===== src/rtl/dtc_pkg.sv =====
`default_nettype none

package dtc_pkg;

   // time format and day length
   localparam int FRACTION_BITS = 16;
   localparam int TIME_W        = 33;
   localparam int ELAPSED_W     = 18;
   localparam int GAIN_W        = 16;
   localparam int THR_W         = 32;
   localparam int DIFF_W        = TIME_W + 2;
   localparam longint DAY_INT   = 64'd86400 << FRACTION_BITS;
   localparam int MAG_W         = $clog2(DAY_INT / 2 + 1);

   localparam logic [TIME_W-1:0]        DAY_UNITS     = TIME_W'(DAY_INT);
   localparam logic signed [DIFF_W-1:0] DAY_DIFF      = DIFF_W'(DAY_INT);
   localparam logic signed [DIFF_W-1:0] HALF_DIFF     = DIFF_W'(DAY_INT / 2);
   localparam logic signed [DIFF_W-1:0] NEG_HALF_DIFF = -HALF_DIFF;

   localparam int PROD_W = MAG_W + GAIN_W;
   localparam logic [PROD_W-1:0] ROUND_HALF = PROD_W'(1) << (GAIN_W - 1);

   // register reset values
   localparam logic [GAIN_W-1:0] GAIN_RESET = 16'd8423;
   localparam logic [THR_W-1:0]  THR_RESET  = 32'd196608;

   // configuration port
   localparam int CSR_IDX_W  = 1;
   localparam int CSR_DATA_W = 32;
   localparam logic [CSR_IDX_W-1:0] CSR_EASE_GAIN = 1'd0;
   localparam logic [CSR_IDX_W-1:0] CSR_RESYNC    = 1'd1;

   // time of day split
   localparam int SECS_W       = TIME_W - FRACTION_BITS;
   localparam int HOUR_W       = 5;
   localparam int MIN_W        = 6;
   localparam int SEC_W        = 6;
   localparam int Q60_W        = 11;
   localparam int RECIP_W      = 18;
   localparam int SPLIT_PROD_W = SECS_W + RECIP_W;
   localparam int SHIFT60      = 23;
   localparam int SHIFT3600    = 29;
   localparam logic [SPLIT_PROD_W-1:0] RECIP60 =
      SPLIT_PROD_W'(((64'd1 << SHIFT60) + 64'd59) / 64'd60);
   localparam logic [SPLIT_PROD_W-1:0] RECIP3600 =
      SPLIT_PROD_W'(((64'd1 << SHIFT3600) + 64'd3599) / 64'd3600);
   localparam int SIXTY = 60;

   // stream packing
   localparam int REQ_FIELDS_W = 1 + TIME_W + ELAPSED_W;
   localparam int REQ_TDATA_W  = ((REQ_FIELDS_W + 7) / 8) * 8;
   localparam int RSP_FIELDS_W = HOUR_W + MIN_W + SEC_W;
   localparam int RSP_TDATA_W  = ((RSP_FIELDS_W + 7) / 8) * 8;

   typedef struct packed {
      logic                 link_up;
      logic                 target_update;
      logic [TIME_W-1:0]    target_time;
      logic [ELAPSED_W-1:0] elapsed;
   } req_item_type;

   typedef struct packed {
      logic [TIME_W-1:0] display;
      logic              clock_valid;
   } core_out_type;

   typedef struct packed {
      logic [HOUR_W-1:0] hour;
      logic [MIN_W-1:0]  minute;
      logic [SEC_W-1:0]  second;
      logic              clock_valid;
   } rsp_item_type;

endpackage

`default_nettype wire


===== src/rtl/disciplined_time_of_day_clock.sv =====
// Disciplined time-of-day clock.
//
// Requests arrive on the req_ stream, one per tick: link-up flag, elapsed
// time and an optional new reference time (req_tuser marks it as carried).
// Each request yields exactly one response on the rsp_ stream with hour,
// minute and whole second of the displayed time; rsp_tuser says whether any
// reference has been seen. The user must write the registers (gain, resync
// threshold) on the csr_ port while the block is idle; nothing enforces it.
//
// Throughput: one request per clock cycle while the receiver takes responses.
// The figure is set by the display update loop in the core, which adds the
// elapsed time, takes the shortest error, multiplies by the gain or snaps to
// the reference, and wraps at one day combinationally. A response passes the
// input register, display update, seconds split and response register.
//
// Reset clears the display, reference, priming and all valid flags and
// loads the register defaults. When the receiver stalls, the response is
// held and the pipeline keeps taking requests until every stage is full.
`default_nettype none

module disciplined_time_of_day_clock
   import dtc_pkg::*;
(
   input  wire logic                   clock,
   input  wire logic                   reset,
   input  wire logic                   csr_we,
   input  wire logic [CSR_IDX_W-1:0]   csr_index,
   input  wire logic [CSR_DATA_W-1:0]  csr_wdata,
   input  wire logic                   req_tvalid,
   output logic                        req_tready,
   // link_up, target_time, elapsed, zero pad
   input  wire logic [REQ_TDATA_W-1:0] req_tdata,
   // target_update
   input  wire logic                   req_tuser,
   output logic                        rsp_tvalid,
   input  wire logic                   rsp_tready,
   // hour, minute, second, zero pad
   output logic [RSP_TDATA_W-1:0]      rsp_tdata,
   // clock_valid
   output logic                        rsp_tuser
);

   logic              a_valid_ff, a_valid_in;
   req_item_type      a_item_ff, a_item_in;
   logic              req_fire;
   logic              core_ready, core_valid, hms_ready;
   logic [TIME_W-1:0] target_raw;
   core_out_type      core_item;
   rsp_item_type      rsp_item;

   assign req_tready = !a_valid_ff || core_ready;
   assign req_fire   = req_tvalid && req_tready;

   // unpack the request and fold the reference into one day
   always_comb begin
      target_raw              = req_tdata[1 +: TIME_W];
      a_item_in.link_up       = req_tdata[0];
      a_item_in.target_update = req_tuser;
      a_item_in.target_time   = (target_raw >= DAY_UNITS) ? target_raw - DAY_UNITS
                                                          : target_raw;
      a_item_in.elapsed       = req_tdata[1 + TIME_W +: ELAPSED_W];
      a_valid_in = a_valid_ff;
      if (req_fire) begin
         a_valid_in = 1'b1;
      end else if (core_ready) begin
         a_valid_in = 1'b0;
      end
   end

   always_ff @(posedge clock) begin
      if (reset) begin
         a_valid_ff <= 1'b0;
      end else begin
         a_valid_ff <= a_valid_in;
      end
   end

   // hold the request payload
   always_ff @(posedge clock) begin
      if (req_fire) begin
         a_item_ff <= a_item_in;
      end
   end

   dtc_core u_core (
      .clock     (clock),
      .reset     (reset),
      .csr_we    (csr_we),
      .csr_index (csr_index),
      .csr_wdata (csr_wdata),
      .in_valid  (a_valid_ff),
      .in_ready  (core_ready),
      .in_item   (a_item_ff),
      .out_valid (core_valid),
      .out_ready (hms_ready),
      .out_item  (core_item)
   );

   dtc_hms u_hms (
      .clock     (clock),
      .reset     (reset),
      .in_valid  (core_valid),
      .in_ready  (hms_ready),
      .in_item   (core_item),
      .out_valid (rsp_tvalid),
      .out_ready (rsp_tready),
      .out_item  (rsp_item)
   );

   // pack the response
   assign rsp_tdata = {(RSP_TDATA_W-RSP_FIELDS_W)'(0), rsp_item.second,
                       rsp_item.minute, rsp_item.hour};
   assign rsp_tuser = rsp_item.clock_valid;

endmodule

`default_nettype wire


===== src/rtl/dtc_core.sv =====
`default_nettype none

module dtc_core
   import dtc_pkg::*;
(
   input  wire logic                  clock,
   input  wire logic                  reset,
   input  wire logic                  csr_we,
   input  wire logic [CSR_IDX_W-1:0]  csr_index,
   input  wire logic [CSR_DATA_W-1:0] csr_wdata,
   input  wire logic                  in_valid,
   output logic                       in_ready,
   input  wire req_item_type          in_item,
   output logic                       out_valid,
   input  wire logic                  out_ready,
   output core_out_type               out_item
);

   logic [GAIN_W-1:0] gain_ff, gain_in;
   logic [THR_W-1:0]  thr_ff, thr_in;
   logic [TIME_W-1:0] display_ff, display_in;
   logic [TIME_W-1:0] ref_ff, ref_in;
   logic              have_ff, have_in;
   logic              primed_ff, primed_in;
   logic              valid_ff, valid_in;

   logic                     fire;
   logic [TIME_W-1:0]        ref_sel;
   logic                     have_sel;
   logic [TIME_W:0]          disp_run;
   logic signed [DIFF_W-1:0] diff_raw, diff_adj, mag_full, eased, pre_wrap, wrapped;
   logic [MAG_W-1:0]         mag, step;
   logic [PROD_W-1:0]        prod, rounded;
   logic                     snap;
   logic [TIME_W-1:0]        new_disp;

   assign in_ready = !valid_ff || out_ready;
   assign fire     = in_valid && in_ready;

   // capture the new reference first
   assign ref_sel  = in_item.target_update ? in_item.target_time : ref_ff;
   assign have_sel = have_ff || in_item.target_update;

   // free-run, take the error along the shortest way round the day
   always_comb begin
      disp_run = {1'b0, display_ff} + (TIME_W+1)'(in_item.elapsed);
      diff_raw = $signed(DIFF_W'(ref_sel)) - $signed(DIFF_W'(disp_run));
      if (diff_raw > HALF_DIFF) begin
         diff_adj = diff_raw - DAY_DIFF;
      end else if (diff_raw < NEG_HALF_DIFF) begin
         diff_adj = diff_raw + DAY_DIFF;
      end else begin
         diff_adj = diff_raw;
      end
      mag_full = diff_adj[DIFF_W-1] ? -diff_adj : diff_adj;
      mag      = mag_full[MAG_W-1:0];
   end

   // ease by the gain, rounding half away from zero, or snap
   always_comb begin
      prod    = PROD_W'(mag) * PROD_W'(gain_ff);
      rounded = prod + ROUND_HALF;
      step    = rounded[GAIN_W +: MAG_W];
      snap    = mag > thr_ff;
      if (diff_adj[DIFF_W-1]) begin
         eased = $signed(DIFF_W'(disp_run)) - $signed(DIFF_W'(step));
      end else begin
         eased = $signed(DIFF_W'(disp_run)) + $signed(DIFF_W'(step));
      end
      pre_wrap = snap ? $signed(DIFF_W'(ref_sel)) : eased;
      if (pre_wrap < 0) begin
         wrapped = pre_wrap + DAY_DIFF;
      end else if (pre_wrap >= DAY_DIFF) begin
         wrapped = pre_wrap - DAY_DIFF;
      end else begin
         wrapped = pre_wrap;
      end
      new_disp = wrapped[TIME_W-1:0];
   end

   // next state
   always_comb begin
      gain_in    = gain_ff;
      thr_in     = thr_ff;
      display_in = display_ff;
      ref_in     = ref_ff;
      have_in    = have_ff;
      primed_in  = primed_ff;
      valid_in   = valid_ff;
      if (csr_we) begin
         case (csr_index)
            CSR_EASE_GAIN: gain_in = csr_wdata[GAIN_W-1:0];
            CSR_RESYNC:    thr_in  = csr_wdata[THR_W-1:0];
            default: ;
         endcase
      end
      if (fire) begin
         valid_in = 1'b1;
         ref_in   = ref_sel;
         have_in  = have_sel;
         if (!in_item.link_up) begin
            primed_in = 1'b0;
         end else if (have_sel) begin
            primed_in  = 1'b1;
            display_in = primed_ff ? new_disp : ref_sel;
         end
      end else if (out_ready) begin
         valid_in = 1'b0;
      end
   end

   always_ff @(posedge clock) begin
      if (reset) begin
         gain_ff    <= GAIN_RESET;
         thr_ff     <= THR_RESET;
         display_ff <= '0;
         ref_ff     <= '0;
         have_ff    <= 1'b0;
         primed_ff  <= 1'b0;
         valid_ff   <= 1'b0;
      end else begin
         gain_ff    <= gain_in;
         thr_ff     <= thr_in;
         display_ff <= display_in;
         ref_ff     <= ref_in;
         have_ff    <= have_in;
         primed_ff  <= primed_in;
         valid_ff   <= valid_in;
      end
   end

   assign out_valid            = valid_ff;
   assign out_item.display     = display_ff;
   assign out_item.clock_valid = have_ff;

   // display always stays inside one day
   a_display_in_day: assert property (@(posedge clock) disable iff (reset)
      display_ff < DAY_UNITS)
      else $error("display time outside one day");

   // priming needs a reference
   a_primed_has_ref: assert property (@(posedge clock) disable iff (reset)
      primed_ff |-> have_ff)
      else $error("primed without a reference");

   // display moves only on an accepted request
   a_display_holds: assert property (@(posedge clock) disable iff (reset)
      (!fire && !reset) |=> $stable(display_ff))
      else $error("display changed without a request");

endmodule

`default_nettype wire


===== src/rtl/dtc_hms.sv =====
`default_nettype none

module dtc_hms
   import dtc_pkg::*;
(
   input  wire logic         clock,
   input  wire logic         reset,
   input  wire logic         in_valid,
   output logic              in_ready,
   input  wire core_out_type in_item,
   output logic              out_valid,
   input  wire logic         out_ready,
   output rsp_item_type      out_item
);

   logic                    c_valid_ff, c_valid_in;
   logic [SECS_W-1:0]       c_total_ff;
   logic [Q60_W-1:0]        c_q60_ff;
   logic [HOUR_W-1:0]       c_hour_ff;
   logic                    c_cv_ff;
   logic                    d_valid_ff, d_valid_in;
   rsp_item_type            d_item_ff, d_item_in;

   logic                    c_ready, d_ready, c_fire, d_fire;
   logic [SECS_W-1:0]       total;
   logic [SPLIT_PROD_W-1:0] p60, p3600;
   logic [Q60_W-1:0]        min_full;
   logic [SECS_W-1:0]       sec_full;

   assign d_ready  = !d_valid_ff || out_ready;
   assign c_ready  = !c_valid_ff || d_ready;
   assign in_ready = c_ready;
   assign c_fire   = in_valid && c_ready;
   assign d_fire   = c_valid_ff && d_ready;

   // whole seconds, then quotients by 60 and 3600 via reciprocals
   assign total = in_item.display[FRACTION_BITS +: SECS_W];
   assign p60   = SPLIT_PROD_W'(total) * RECIP60;
   assign p3600 = SPLIT_PROD_W'(total) * RECIP3600;

   // remainders from the registered quotients
   assign min_full = c_q60_ff - Q60_W'(c_hour_ff) * Q60_W'(SIXTY);
   assign sec_full = c_total_ff - SECS_W'(c_q60_ff) * SECS_W'(SIXTY);

   always_comb begin
      c_valid_in = c_valid_ff;
      if (c_fire) begin
         c_valid_in = 1'b1;
      end else if (d_ready) begin
         c_valid_in = 1'b0;
      end
      d_valid_in = d_valid_ff;
      if (d_fire) begin
         d_valid_in = 1'b1;
      end else if (out_ready) begin
         d_valid_in = 1'b0;
      end
      d_item_in.hour        = c_hour_ff;
      d_item_in.minute      = min_full[MIN_W-1:0];
      d_item_in.second      = sec_full[SEC_W-1:0];
      d_item_in.clock_valid = c_cv_ff;
   end

   // hold valid flags
   always_ff @(posedge clock) begin
      if (reset) begin
         c_valid_ff <= 1'b0;
         d_valid_ff <= 1'b0;
      end else begin
         c_valid_ff <= c_valid_in;
         d_valid_ff <= d_valid_in;
      end
   end

   // advance payloads
   always_ff @(posedge clock) begin
      if (c_fire) begin
         c_total_ff <= total;
         c_q60_ff   <= p60[SHIFT60 +: Q60_W];
         c_hour_ff  <= p3600[SHIFT3600 +: HOUR_W];
         c_cv_ff    <= in_item.clock_valid;
      end
      if (d_fire) begin
         d_item_ff <= d_item_in;
      end
   end

   assign out_valid = d_valid_ff;
   assign out_item  = d_item_ff;

endmodule

`default_nettype wire

===== config.mk =====
export PLATFORM = sky130hd
export DESIGN_NAME = disciplined_time_of_day_clock
export DESIGN_NICKNAME = d
export VERILOG_FILES = /design/src/rtl/dtc_pkg.sv /design/src/rtl/disciplined_time_of_day_clock.sv /design/src/rtl/dtc_core.sv /design/src/rtl/dtc_hms.sv
export SDC_FILE = /design/constraint.sdc
export NUM_CORES = 2
export LEC_CHECK = 0
export BUFFER_PORTS_ARGS = -buffer_cell sky130_fd_sc_hd__clkbuf_2
export CORE_MARGIN = 2
export CORE_UTILIZATION = 23
export CTS_CLUSTER_DIAMETER = 60
export CTS_CLUSTER_SIZE = 40
export DETAILED_ROUTE_END_ITERATION = 8
export GPL_ROUTABILITY_DRIVEN = 0
export SLEW_MARGIN = 5
export SYNTH_ARGS = -nofsm -noshare
export SYNTH_HDL_FRONTEND = slang
export SYNTH_SLANG_ARGS = --single-unit

===== constraint.sdc =====
create_clock -name clock -period 33.1 [get_ports clock]
set_input_delay 9.93 -clock clock [delete_from_list [all_inputs] [get_ports clock]]
set_output_delay 9.93 -clock clock [all_outputs]
set_load 0.01 [all_outputs]

==> out/results.txt <==
The tools report the initial antenna violation count as 6. The transition time at the pin with the least slew margin was 1220 ps; the number of enable-type register cells in the synthesized netlist was 89. For this block, the via count after detailed routing is 34600. For the worst setup path, the data required time is 33620 ps.

The clock passes through at most 3 buffers. In this run the worst setup path begins at a_item_ff[4]$_DFFE_PP_. The number of inserted filler cells in the final layout was 19600; the timing-limited maximum frequency was 46.2 MHz. The largest fanout on the critical path came out at 40.

The global-route total usage across every layer is 13.0%, and the share of async-settable or async-resettable flops after synthesis is 0%. The run gives 64 as the maximum number of pins on one net before global-route repair. In this run the standard cell core region covers 180000 um2. The final wirelength was 120000 um; the HPWL reported at the end of detailed placement was 97800 um. The tools report the buffers inserted during post-CTS setup optimization as 0. The detailed router finished its first iteration with 2308 violations. After clock tree synthesis, the clock-pin slew on the worst setup and hold paths is 90 ps.

After synthesis the netlist holds a flip-flop and latch count of 209. The vertical die dimension is 430 um, and the total negative setup slack is 0 ps. The tightest min-delay check is of the flip-flop to flip-flop type. The via count of the first global-routing pass came out at 35000. The starting density of the core is 23.1%. The worst setup path is launched from a flip-flop. During I/O placement, the number of pins put on the boundary was 122. Relative to the synthesized area, the layout overhead comes to 10.2%. The pre-antenna-repair detailed-routing pass consisted of 6 iterations.

For this run, the slowest stage of the critical path takes 680 ps. The slowest stage of the critical path belongs to the cell sky130_fd_sc_hd__xor2_1. Port buffering added 110 buffers. In the final routed layout, each cell accounts on average for 16.5 um. The number of cells on the worst reg-to-reg path is 86. Die width: 430 um.

Critical path class: flip-flop to flip-flop. The tools report the capture endpoint of the worst hold path as u_hms.out_item[17]$_DFFE_PP_. TritonCTS built the clock tree. The logs give 156 for the site row count and 6008 for the post-layout net count. The synthesized netlist cell count is 4874, and the synthesized area per cell is 8.56 um2. The number of warnings issued by yosys is 0, and the remaining design rule violation count is 0. The clock reaches the later pin of the worst-skew pair after 610 ps. The via-per-instance ratio was 4.75. The setup check on the worst reg-to-reg path leaves a slack of 11440 ps.

The endpoint class of the critical path was a flip-flop. Wire length of the first global-routing pass: 194000 um. The number of levels the H-tree was split into is 1. The tool flagged a number of max-cap violations equal to 0.

For the total count of max-transition violations in the final report, the log shows 0. Measured against its own limit, the worst slew margin works out to 18.4%. The startpoint of the lowest-slack register-to-register path was a_item_ff[4]$_DFFE_PP_.

The startpoint identified for the worst hold timing path is u_hms.c_hour_ff[4]$_DFFE_PP_. The tools report the final number of hold-violating endpoints as 0. Subtracting the final worst setup slack from the clock period gives 21660 ps. Setup repair after global routing left no endpoint under its margin. The synthesized design spends more area on one cell type than any other, namely sky130_fd_sc_hd__fa_1.

Setup violations remaining at the end of the flow were counted as 0. Summed over its instances, the top area cell type makes up 25.2% of the synthesized netlist area. Global routing finished with a remaining overflow of 0. For this design, the sink count on the clock tree is 209. Of the cells placed in the final design, the portion with a size suffix greater than 1 is 7.76%. Ranked by total cell area, the synthesized netlist is headed by sky130_fd_sc_hd__fa_1, sky130_fd_sc_hd__ha_1, sky130_fd_sc_hd__inv_1. The commonest register cell after synthesis is sky130_fd_sc_hd__dfxtp_1. The remaining number of nets flagged by the antenna check after routing came out at 0. The die covers 185000 um2.

In this run the critical register-to-register path is captured at u_core.display_ff[30]$_SDFFE_PP0P_. The synthesized netlist occupies a cell area of 41700 um2. The number of CTS-inserted buffers was 22. Once the clock tree was built, the resizer swapped 0 gates to a different size. The setup clock skew after layout came out at 24.1 ps. Clock tree root driver cell: sky130_fd_sc_hd__clkbuf_16.

Among all cell types in the netlist, the one instantiated most often is sky130_fd_sc_hd__inv_1. The flow ran to the end, and the final reports show no timing, DRC or antenna violations. For this run, the register share of the synthesized area comes to 12.2%. The post-route fraction of the period consumed by the critical path is 65.4%. Ranked by instance count, the synthesized netlist is headed by sky130_fd_sc_hd__inv_1, sky130_fd_sc_hd__nand2_1, sky130_fd_sc_hd__fa_1, sky130_fd_sc_hd__ha_1, sky130_fd_sc_hd__nor2_1.

The instance count along the most critical hold path was 0; the hold buffer count at cts was 0. At the worst endpoint, the arrival time is 22180 ps. Among the stages of the critical path, the cell type that occurs most often is sky130_fd_sc_hd__o21ai_0. The netlist uses 135 different library cells.
==> cell families after synthesis <==
logic type	synth area share (%)
AND/OR/NAND/NOR	18.0
adder cells (fa/ha/maj)	40.2
other	0.00899
AO/OA/AOI/OAI	14.3
multiplexers	1.89
flip-flops	12.2
XOR/XNOR	4.57
buffers and inverters	8.83
==> state kept, by name, summed over array words and instances (netlist names), 5 cells and up <==
register           count
u_hms.c_q60_ff         6
u_core.display_ff     33
u_core.gain_ff        16
u_core.ref_ff         33
u_hms.c_total_ff       6
u_hms.c_hour_ff        5
u_hms.out_item        18
a_item_ff             53
u_core.thr_ff         32
==> layout by cell type (no fill, tap or decap), drive strengths merged, types with 93 or more instances in the layout <==
cell type and count:
and2 228, clkbuf 131, nor2 279, o21ai 141, xnor2 134, dfxtp 120, inv 774, ha 496
a21oi 240, nand2 599, fa 524, nor3 93
==> layer usage <==
layer  vias to the layer above  global-route usage [%]  wire length, um
met2                       973                    22.0            56900
met5                         -                       0                7
met1                     17200                    17.3            52600
met3                       172                    1.42             6610
met4                         2                    4.21             3900
li1                      16300                       -                -
==> layout make-up <==
cell class,instances,area [um2],area share (%)
Antenna cell,3,7.51,0.0163
Clock buffer,22,551,1.20
Clock inverter,18,302,0.656
Inverter,765,2870,6.25
Multi-Input combinational cell,3713,33100,72.0
Sequential cell,209,5080,11.0
Tap cell,2370,2970,6.45
Timing Repair Buffer,182,1090,2.38
==> worst max-delay path: cells and delay by family (launching register included) <==
family / cells / cell delay [ps]
buffers and inverters: 10 / 1370
AO/OA/AOI/OAI: 36 / 8310
XOR/XNOR: 4 / 1250
multiplexers: 1 / 340
flip-flops: 1 / 430
adder cells (fa/ha/maj): 12 / 5010
AND/OR/NAND/NOR: 23 / 4780
==> metrics by stage <==
step | setup WS, ps | utilization, % | cells | area [um2] | hold slack (ps)
detailed placement | 11910 | 25.0 | 7239 | 45100 | 418
global route | 9700 | 25.5 | 7281 | 46000 | 442
CTS | 11770 | 25.5 | 7279 | 46000 | 439
finish | 11440 | 25.5 | 7282 | 46000 | 433
floorplan | 12750 | - | 4880 | 41700 | 400
global placement | 12130 | 25.0 | 7239 | 45100 | 408
==> how the worst max path moves through the flow <==
stage / cells past startpoint / to
after floorplan: 3 / req_tready
after global placement: 86 / u_core.display_ff[30]$_SDFFE_PP0P_
after detailed placement: 86 / u_core.display_ff[30]$_SDFFE_PP0P_
after CTS: 86 / u_core.display_ff[30]$_SDFFE_PP0P_
after global routing: 86 / u_core.display_ff[25]$_SDFFE_PP0P_
final: 86 / u_core.display_ff[30]$_SDFFE_PP0P_
Power is not shown: default switching activity piles up to over one toggle a cycle in this logic, so the estimate is an artifact.
